[src/hdl/shd_pkg.sv]
package shd_pkg;

    localparam int KIND_W        = 2;
    localparam int NODE_W        = 6;
    localparam int COUNT_W       = 7;
    localparam int DIST_W        = 12;
    localparam int MARK_W        = 2;
    localparam int MAX_NODES_DEF = 64;

    localparam logic [COUNT_W-1:0] NODE_COUNT_RST = 7'd64;
    localparam logic [DIST_W-1:0]  DIST_MAX       = 12'hFFF;

    // Item kinds on the input channel.
    localparam logic [KIND_W-1:0] KIND_GRAPH_A = 2'd0;
    localparam logic [KIND_W-1:0] KIND_GRAPH_B = 2'd1;
    localparam logic [KIND_W-1:0] KIND_FINISH  = 2'd2;

    // Mark bits held per pair.
    localparam logic [MARK_W-1:0] MARK_NONE = 2'b00;
    localparam logic [MARK_W-1:0] MARK_A    = 2'b01;
    localparam logic [MARK_W-1:0] MARK_B    = 2'b10;

    typedef struct packed {
        logic [KIND_W-1:0] kind;
        logic [NODE_W-1:0] node_a;
        logic [NODE_W-1:0] node_b;
    } t_in_word;

    typedef struct packed {
        logic [DIST_W-1:0] distance;
        logic              bad_edge_seen;
    } t_out_word;

    typedef enum logic [1:0] {
        ST_CLEAR,
        ST_RUN,
        ST_WALK,
        ST_DRAIN
    } t_sweep_state;

    typedef struct packed {
        logic run;
        logic mem_we;
        logic done;
    } t_sweep_ctl;

endpackage

[src/hdl/shd_sweep.sv]
module shd_sweep #(
    parameter int DEPTH  = shd_pkg::MAX_NODES_DEF * shd_pkg::MAX_NODES_DEF,
    parameter int ADDR_W = $clog2(DEPTH)
) (
    input  logic                       i_clk,
    input  logic                       i_rst_n,
    input  logic                       i_start,
    input  logic [shd_pkg::MARK_W-1:0] i_rdata,
    output shd_pkg::t_sweep_ctl        o_ctl,
    output logic [ADDR_W-1:0]          o_addr,
    output logic [shd_pkg::DIST_W-1:0] o_distance
);

    shd_pkg::t_sweep_state      r_state, n_state;
    logic [ADDR_W-1:0]          r_addr;
    logic                       r_rd_valid;
    logic [shd_pkg::DIST_W-1:0] r_dist, n_dist;
    logic                       last;
    logic                       hit;

    assign last = (r_addr == ADDR_W'(DEPTH - 1));

    always_comb begin
        n_state = r_state;
        unique case (r_state)
            shd_pkg::ST_CLEAR: if (last) n_state = shd_pkg::ST_RUN;
            shd_pkg::ST_RUN:   if (i_start) n_state = shd_pkg::ST_WALK;
            shd_pkg::ST_WALK:  if (last) n_state = shd_pkg::ST_DRAIN;
            shd_pkg::ST_DRAIN: n_state = shd_pkg::ST_RUN;
            default:           n_state = shd_pkg::ST_CLEAR;
        endcase
    end

    always_comb begin
        o_ctl = '0;
        unique case (r_state)
            shd_pkg::ST_CLEAR: o_ctl.mem_we = 1'b1;
            shd_pkg::ST_RUN:   o_ctl.run = 1'b1;
            shd_pkg::ST_WALK:  o_ctl.mem_we = 1'b1;
            shd_pkg::ST_DRAIN: o_ctl.done = 1'b1;
            default:           o_ctl = '0;
        endcase
    end

    // The data for the final address arrives in the drain cycle, so the
    // result is taken from the combinational count there.
    always_comb begin
        hit = r_rd_valid && (i_rdata == shd_pkg::MARK_A || i_rdata == shd_pkg::MARK_B);
        if (hit && r_dist != shd_pkg::DIST_MAX) begin
            n_dist = r_dist + 1'b1;
        end else begin
            n_dist = r_dist;
        end
    end

    always_ff @(posedge i_clk) begin
        if (!i_rst_n) begin
            r_state    <= shd_pkg::ST_CLEAR;
            r_addr     <= '0;
            r_rd_valid <= 1'b0;
            r_dist     <= '0;
        end else begin
            r_state    <= n_state;
            r_rd_valid <= (r_state == shd_pkg::ST_WALK);
            if (r_state == shd_pkg::ST_CLEAR || r_state == shd_pkg::ST_WALK) begin
                r_addr <= last ? '0 : r_addr + 1'b1;
            end
            if (i_start) begin
                r_dist <= '0;
            end else begin
                r_dist <= n_dist;
            end
        end
    end

    assign o_addr     = r_addr;
    assign o_distance = n_dist;

endmodule

[config.mk]
export PLATFORM = sky130hd
export DESIGN_NAME = shd_sweep
export DESIGN_NICKNAME = d
export VERILOG_FILES = /design/src/hdl/shd_pkg.sv /design/src/hdl/shd_sweep.sv
export SDC_FILE = /design/constraint.sdc
export NUM_CORES = 1
export LEC_CHECK = 0
export ABC_AREA = 1
export BUFFER_PORTS_ARGS = -buffer_cell sky130_fd_sc_hd__buf_2
export CAP_MARGIN = 25
export CORE_UTILIZATION = 41
export CTS_CLUSTER_SIZE = 24
export DETAILED_ROUTE_END_ITERATION = 8
export MAX_ROUTING_LAYER = met4
export SYNTH_ARGS = -nofsm -noshare
export SYNTH_HDL_FRONTEND = slang
export SYNTH_SLANG_ARGS = --single-unit
[constraint.sdc]
create_clock -name i_clk -period 1.6 [get_ports i_clk]
set_input_delay 0.16 -clock i_clk [delete_from_list [all_inputs] [get_ports i_clk]]
set_output_delay 0.16 -clock i_clk [all_outputs]
set_load 0.05 [all_outputs]
==> impl_metrics.ini, run 1 <==
[sta]
setup_viol = 12
setup_slack_ns = -0.253
rsz0062_at_grt = true
period_share_pct = 116
fmax_mhz = 540
whs_ns = 0.0798
hold_viol_final = 0
finClkSkew_ns = 0.00817
slew_viol_final = 0
tightest_slew_ns = 0.458
setup_tns_ns = -2.74
slew_headroom_pct = 69.4
finalCriticalPeriod_ns = 1.85

[cells_and_area]
drive_gt1_share_pct = 45.2
fillers = 308
syn_to_final_growth_pct = 59.1
diodes = 0
design_area_um2 = 2360
nNetsFinal = 304

[setup_path]
worstPathArrival_ns = 1.69
crit_type = flop to primary output
start_kind = flop
path_max_fanout = 8
crit_path_end_kind = primary output
cp_data_required_time_ns = 1.44

[global_routing]
grt_pass1_wl_mm = 6.46
grt_overflow = 0
grt_max_degree = 18
gr-usage-all-layers_pct = 21.1
antenna_found_initial = 0
grt_pass1_vias = 1493

[die]
dieArea_um2 = 3870
start_util_pct = 43.5
fp.coreArea_um2 = 3420
die_w_um = 62.2
io_pins = 32
fp-row-count = 21
fp.dieH_um = 62.2

[synthesis]
syn_nets = 237
avgSynthCellArea_um2 = 6.57
synthArstFlopShare_pct = 0
yosysSeqAreaShare_pct = 36.4
synth.most_common_cell = nand2_1
synth_top_area_share_pct = 36.4
synth_common_cells = nand2_1, nor2_1, dfxtp_1
synth_edf_count = 0
yosysUniqueCellTypes = 18
synth-main-ff-cell = dfxtp_1
netlist_area_um2 = 1490
ys_seq_elements = 27
synth_area_leaders = dfxtp_1, nand2_1, nor2_1
synthCells = 226
yosys_warnings = 0
synth_largest_area_cell = dfxtp_1

[power_and_ir_drop]
p_leak_nw = 1.03
p_per_area_nw_per_um2 = 700
peakVddDrop_uv = 940

[place]
dpl.hpwl_mm = 2.58
port_buffers = 31
place_area_um2 = 1910
place.gp.congestion = 0.855

[route]
wirelength_mm = 3.74
antenna_left = 0
first_pass_iters = 4
viasPerCell = 4.75
vias = 1607
drc = 0
wl_per_cell_um = 11.1
drtIter0Drc = 47

[cts]
root_buffer = clkbuf_4
cts_tree = built
clk_path_buf_depth = 2
clkSinkCount = 27
worstSkewPairLatency_ns = 0.34
htreeDepth = 1
path_clk_slew_ns = 0.17
cts_made_buffers = 3

[status]
outcome = finished with violations
violations = setup timing

[hold_path]
min_path_type = input port to flop

[job]
max-cap-violations = 0
==> cell usage in the layout (no fill, tap or decap), types with 3 or more instances in the layout <==
| cell type | synthesis | layout |
|---|---|---|
| a21oi_1 | 16 | 16 |
| buf_2 | 0 | 18 |
| buf_4 | 0 | 29 |
| buf_6 | 1 | 5 |
| buf_8 | 0 | 12 |
| clkbuf_4 | 0 | 3 |
| dfxtp_1 | 27 | 17 |
| dfxtp_2 | 0 | 9 |
| ha_1 | 6 | 3 |
| ha_4 | 0 | 3 |
| inv_1 | 25 | 19 |
| inv_2 | 0 | 4 |
| nand2_1 | 74 | 49 |
| nand2_2 | 0 | 20 |
| nand2_4 | 0 | 5 |
| nand3_1 | 15 | 12 |
| nand4_1 | 4 | 4 |
| nor2_1 | 32 | 23 |
| nor2_2 | 4 | 6 |
| nor2_4 | 0 | 7 |
| o21ai_0 | 5 | 4 |
| xor2_1 | 8 | 7 |
==> routing by layer <==
| metal | track usage (%) | wire length [µm] |
|---|---|---|
| met1 | 25.1 | 1660 |
| met2 | 37.1 | 1930 |
| met3 | 3.86 | 112 |
| met4 | 4.36 | 42 |
| met5 | - | 0 |
==> stage by stage <==
| step | power, W | util, % | setup WS [ns] | std cells |
|---|---|---|---|---|
| 2_1_floorplan | 0.00113 | - | 0.000528 | 226 |
| 3_3_place_gp | 0.00125 | 56.0 | -0.0225 | 326 |
| 3_5_place_dp | 0.00124 | 56.0 | -0.0870 | 326 |
| 4_1_cts | 0.00163 | 64.4 | -0.254 | 337 |
| 5_1_grt | 0.00175 | 69.2 | -0.349 | 338 |
| 6_report | 0.00165 | 69.2 | -0.253 | 338 |
==> worst paths after layout <==
path                     startpoint                endpoint  slack (ns)  cells past startpoint
min                         i_rst_n   r_rd_valid$_SDFF_PN0_        0.08                      3
max            r_dist[1]$_SDFF_PP0_           o_distance[3]       -0.25                      9
max reg2reg    r_dist[1]$_SDFF_PP0_    r_dist[4]$_SDFF_PP0_        0.18                      9
min reg2reg  o_addr[1]$_SDFFE_PN0P_  o_addr[1]$_SDFFE_PN0P_        0.50                      2
==> where the power goes <==
part	internal (W)	leakage, nW	total (W)	switching [W]
Sequential	0.000719	0.223	0.000760	0.0000407
Combinational	0.000182	0.791	0.000558	0.000376
Clock	0.000102	0.0183	0.000336	0.000234
Total	0.00100	1.03	0.00165	0.000650
==> area by class of cell <==
class / count / area, µm² / share of cell area (%)
multi-input combinational: 172 / 1070 / 45.4
sequential: 27 / 556 / 23.5
timing repair buffer: 64 / 544 / 23.0
inverter: 25 / 101 / 4.29
tap: 46 / 57.6 / 2.44
clock buffer: 3 / 22.5 / 0.953
clock inverter: 1 / 8.76 / 0.371
==> state kept, by name, indices dropped and copies added (netlist names) <==
register / flops
o_addr: 12
r_dist: 12
r_rd_valid: 1
r_state: 2
==> cells by family (layout without fill, tap and decap cells) <==
kind of cell             Yosys count  count (layout)  synth area share, %
AND/OR/NAND/NOR                  133             133                 37.2
flip-flops                        27              27                 36.4
buffers and inverters             27              93                 7.33
AO/OA/AOI/OAI                     23              23                 8.09
XOR/XNOR                          10              10                 5.90
adder cells (fa/ha/maj)            6               6                 5.05
==> repair_timing <==
action	CTS	global route
buffers inserted	6	2
resized for setup	66	39
endpoints found under the setup margin	13	17
gates cloned	1	0
pin swaps	16	13
hold buffers	0	0
==> worst max-delay path, stage by stage, from the launching register on <==
cell     delay [ns]
dfxtp_2        0.37
ha_4           0.17
nand2_4        0.08
nor2_4         0.04
nand3_2        0.07
nand2_4        0.07
inv_2          0.18
nand2_1        0.12
nand2_2        0.09
buf_8          0.14
(Power assumes the default switching activity.)
==> inputs of run 2 (changes only) <==
--- a/config.mk
+++ b/config.mk
@@ -8,10 +8,11 @@
 export ABC_AREA = 1
 export BUFFER_PORTS_ARGS = -buffer_cell sky130_fd_sc_hd__buf_2
 export CAP_MARGIN = 25
-export CORE_UTILIZATION = 41
+export CORE_UTILIZATION = 53
 export CTS_CLUSTER_SIZE = 24
 export DETAILED_ROUTE_END_ITERATION = 8
 export MAX_ROUTING_LAYER = met4
+export PLACE_DENSITY = 0.78
 export SYNTH_ARGS = -nofsm -noshare
 export SYNTH_HDL_FRONTEND = slang
 export SYNTH_SLANG_ARGS = --single-unit
==> impl_metrics.ini, run 2 (same netlist as run 1, synthesis figures left out) <==
[status]
outcome = finished with violations
violations = setup timing

[global_routing]
met2_usage_pct = 50.6
antenna_found_initial = 0
met3_usage_pct = 3.28
grt_overflow = 0
grt_pass1_vias = 1462
grt_max_degree = 15
grt_pass1_wl_mm = 5.93
use_met1_pct = 30.8
gr-usage-all-layers_pct = 28.4
top_usage_layer = met2

[place]
place_area_um2 = 1850
place.gp.congestion = 0.842
place_ws_ns = -0.0858
placed_cells = 304
port_buffers = 31
dpl.hpwl_mm = 2.45

[power_and_ir_drop]
internal_power_w = 0.000986
p_per_area_nw_per_um2 = 711
p_leak_nw = 0.999
p_comb_share_pct = 33.8
power_switching_w = 0.000637
power.share.sequential_pct = 46.9
finalPower_w = 0.00162
p_clk_share_pct = 19.3
p_sw_share_pct = 39.2
peakVddDrop_uv = 1140

[route]
drtIter0Drc = 45
first_pass_iters = 4
drc = 0
vias = 1760
wirelength_mm = 4.76
wl_per_cell_um = 15.0
viasPerCell = 5.53
antenna_left = 0

[sta]
slew_headroom_pct = 64.3
slew_viol_final = 0
finalCriticalPeriod_ns = 1.95
fmax_mhz = 514
setup_viol = 13
finClkSkew_ns = 0.0130
tightest_slew_ns = 0.534
rsz0062_at_grt = true
period_share_pct = 122
hold_viol_final = 0
setup_slack_ns = -0.345

[hold_path]
min_to = r_rd_valid$_SDFF_PN0_
hold_depth = 3
min_path_type = input port to flop
holdCritStartpoint = i_rst_n

[job]
max-cap-violations = 0

[cts]
cts_hold_buf = 0
root_buffer = clkbuf_4
clk_path_buf_depth = 2
worstSkewPairLatency_ns = 0.33
cts_tree = built
htreeDepth = 1
path_clk_slew_ns = 0.16
clkSinkCount = 27
cts_made_buffers = 3

[die]
start_util_pct = 57.8
fp.dieH_um = 54.9
io_pins = 32
dieArea_um2 = 3020
fp-row-count = 18
fp.coreArea_um2 = 2570
die_w_um = 54.9

[setup_path]
r2r-end = r_dist[1]$_SDFF_PP0_
crit_path_end_kind = primary output
cp_data_required_time_ns = 1.44
start_kind = flop
worstPathArrival_ns = 1.79
r2r-start = r_dist[1]$_SDFF_PP0_
reg2reg_depth = 12
path_max_fanout = 4
crit_type = flop to primary output
ff2ff_setup_slack_ns = -0.13

[cells_and_area]
final_common_cell = nand2_1
seqCellArea_um2 = 558
fillers = 133
final_util_pct = 88.9
drive_gt1_share_pct = 43.1
syn_to_final_growth_pct = 53.7
finalNonFillerCells = 318
design_area_um2 = 2280
final_cell_mix = nand2_1, buf_4, nor2_1
diodes = 0
multiInputGateArea_um2 = 1060
nNetsFinal = 300
run 2: cell types whose count changed in the layout (fill, tap and decap cells not counted), sizes merged:
cell    delta
buf        -4
clkbuf     +1
inv        -1
run 2: what timing repair did:
action	4_1_cts	5_1_grt
setup endpoints to repair	13	16
buffers inserted	9	1
gates resized for setup	70	29
endpoints found under the hold margin	0	0
pin swaps	17	7
run 2: per-stage QoR:
step | hold WS, ns | setup TNS, ns
after global placement | 0.442 | -0.119
after CTS | 0.0893 | -2.19
final | 0.107 | -3.20
after floorplan | 0.258 | 0
after global routing | 0.0985 | -4.32
after detailed placement | 0.442 | -0.316
run 2: power groups by stage:
| stage | registers (W) | logic, W | clock network [W] |
|---|---|---|---|
| floorplan | 0.000873 | 0.000261 | 0 |
| global placement | 0.000776 | 0.000443 | 0 |
| detailed placement | 0.000780 | 0.000448 | 0 |
| CTS | 0.000758 | 0.000514 | 0.000312 |
| global route | 0.000764 | 0.000588 | 0.000329 |
| finish | 0.000762 | 0.000549 | 0.000313 |
run 2: worst max-delay path by stage:
stage,endpoint,slack [ns],start,cells after the start
after floorplan,o_distance[8],0.0005,r_dist[0]$_SDFF_PP0_,8
final,o_distance[8],-0.35,r_dist[1]$_SDFF_PP0_,9
after global routing,o_distance[9],-0.44,r_dist[7]$_SDFF_PP0_,9
after global placement,o_distance[8],-0.04,r_dist[0]$_SDFF_PP0_,8
after CTS,o_distance[1],-0.20,r_dist[1]$_SDFF_PP0_,10
after detailed placement,o_distance[8],-0.09,r_dist[1]$_SDFF_PP0_,8
run 2: area by class of cell:
cell class / count / share of cell area, %
Clock buffer: 4 / 1.15
Inverter: 25 / 4.55
Multi-Input combinational cell: 172 / 46.4
Sequential cell: 27 / 24.4
Tap cell: 30 / 1.64
Timing Repair Buffer: 60 / 21.9
run 2: per-layer routing:
metal / share of wire [%] / vias up
met3: 5.3 / 28
met1: 38 / 806
li1: - / 839
met5: 0 / -
met2: 52 / 87
met4: 4.0 / 0
run 2: worst max-delay path: stages, from the launching register on:
cell        delay [ns]
dfxtp_4           0.40
ha_4              0.15
nand2_4           0.07
nor2_4            0.12
nand3_4           0.11
nor2_1            0.15
nand2_1           0.10
nand2_2           0.11
clkinvlp_4        0.09
buf_8             0.15
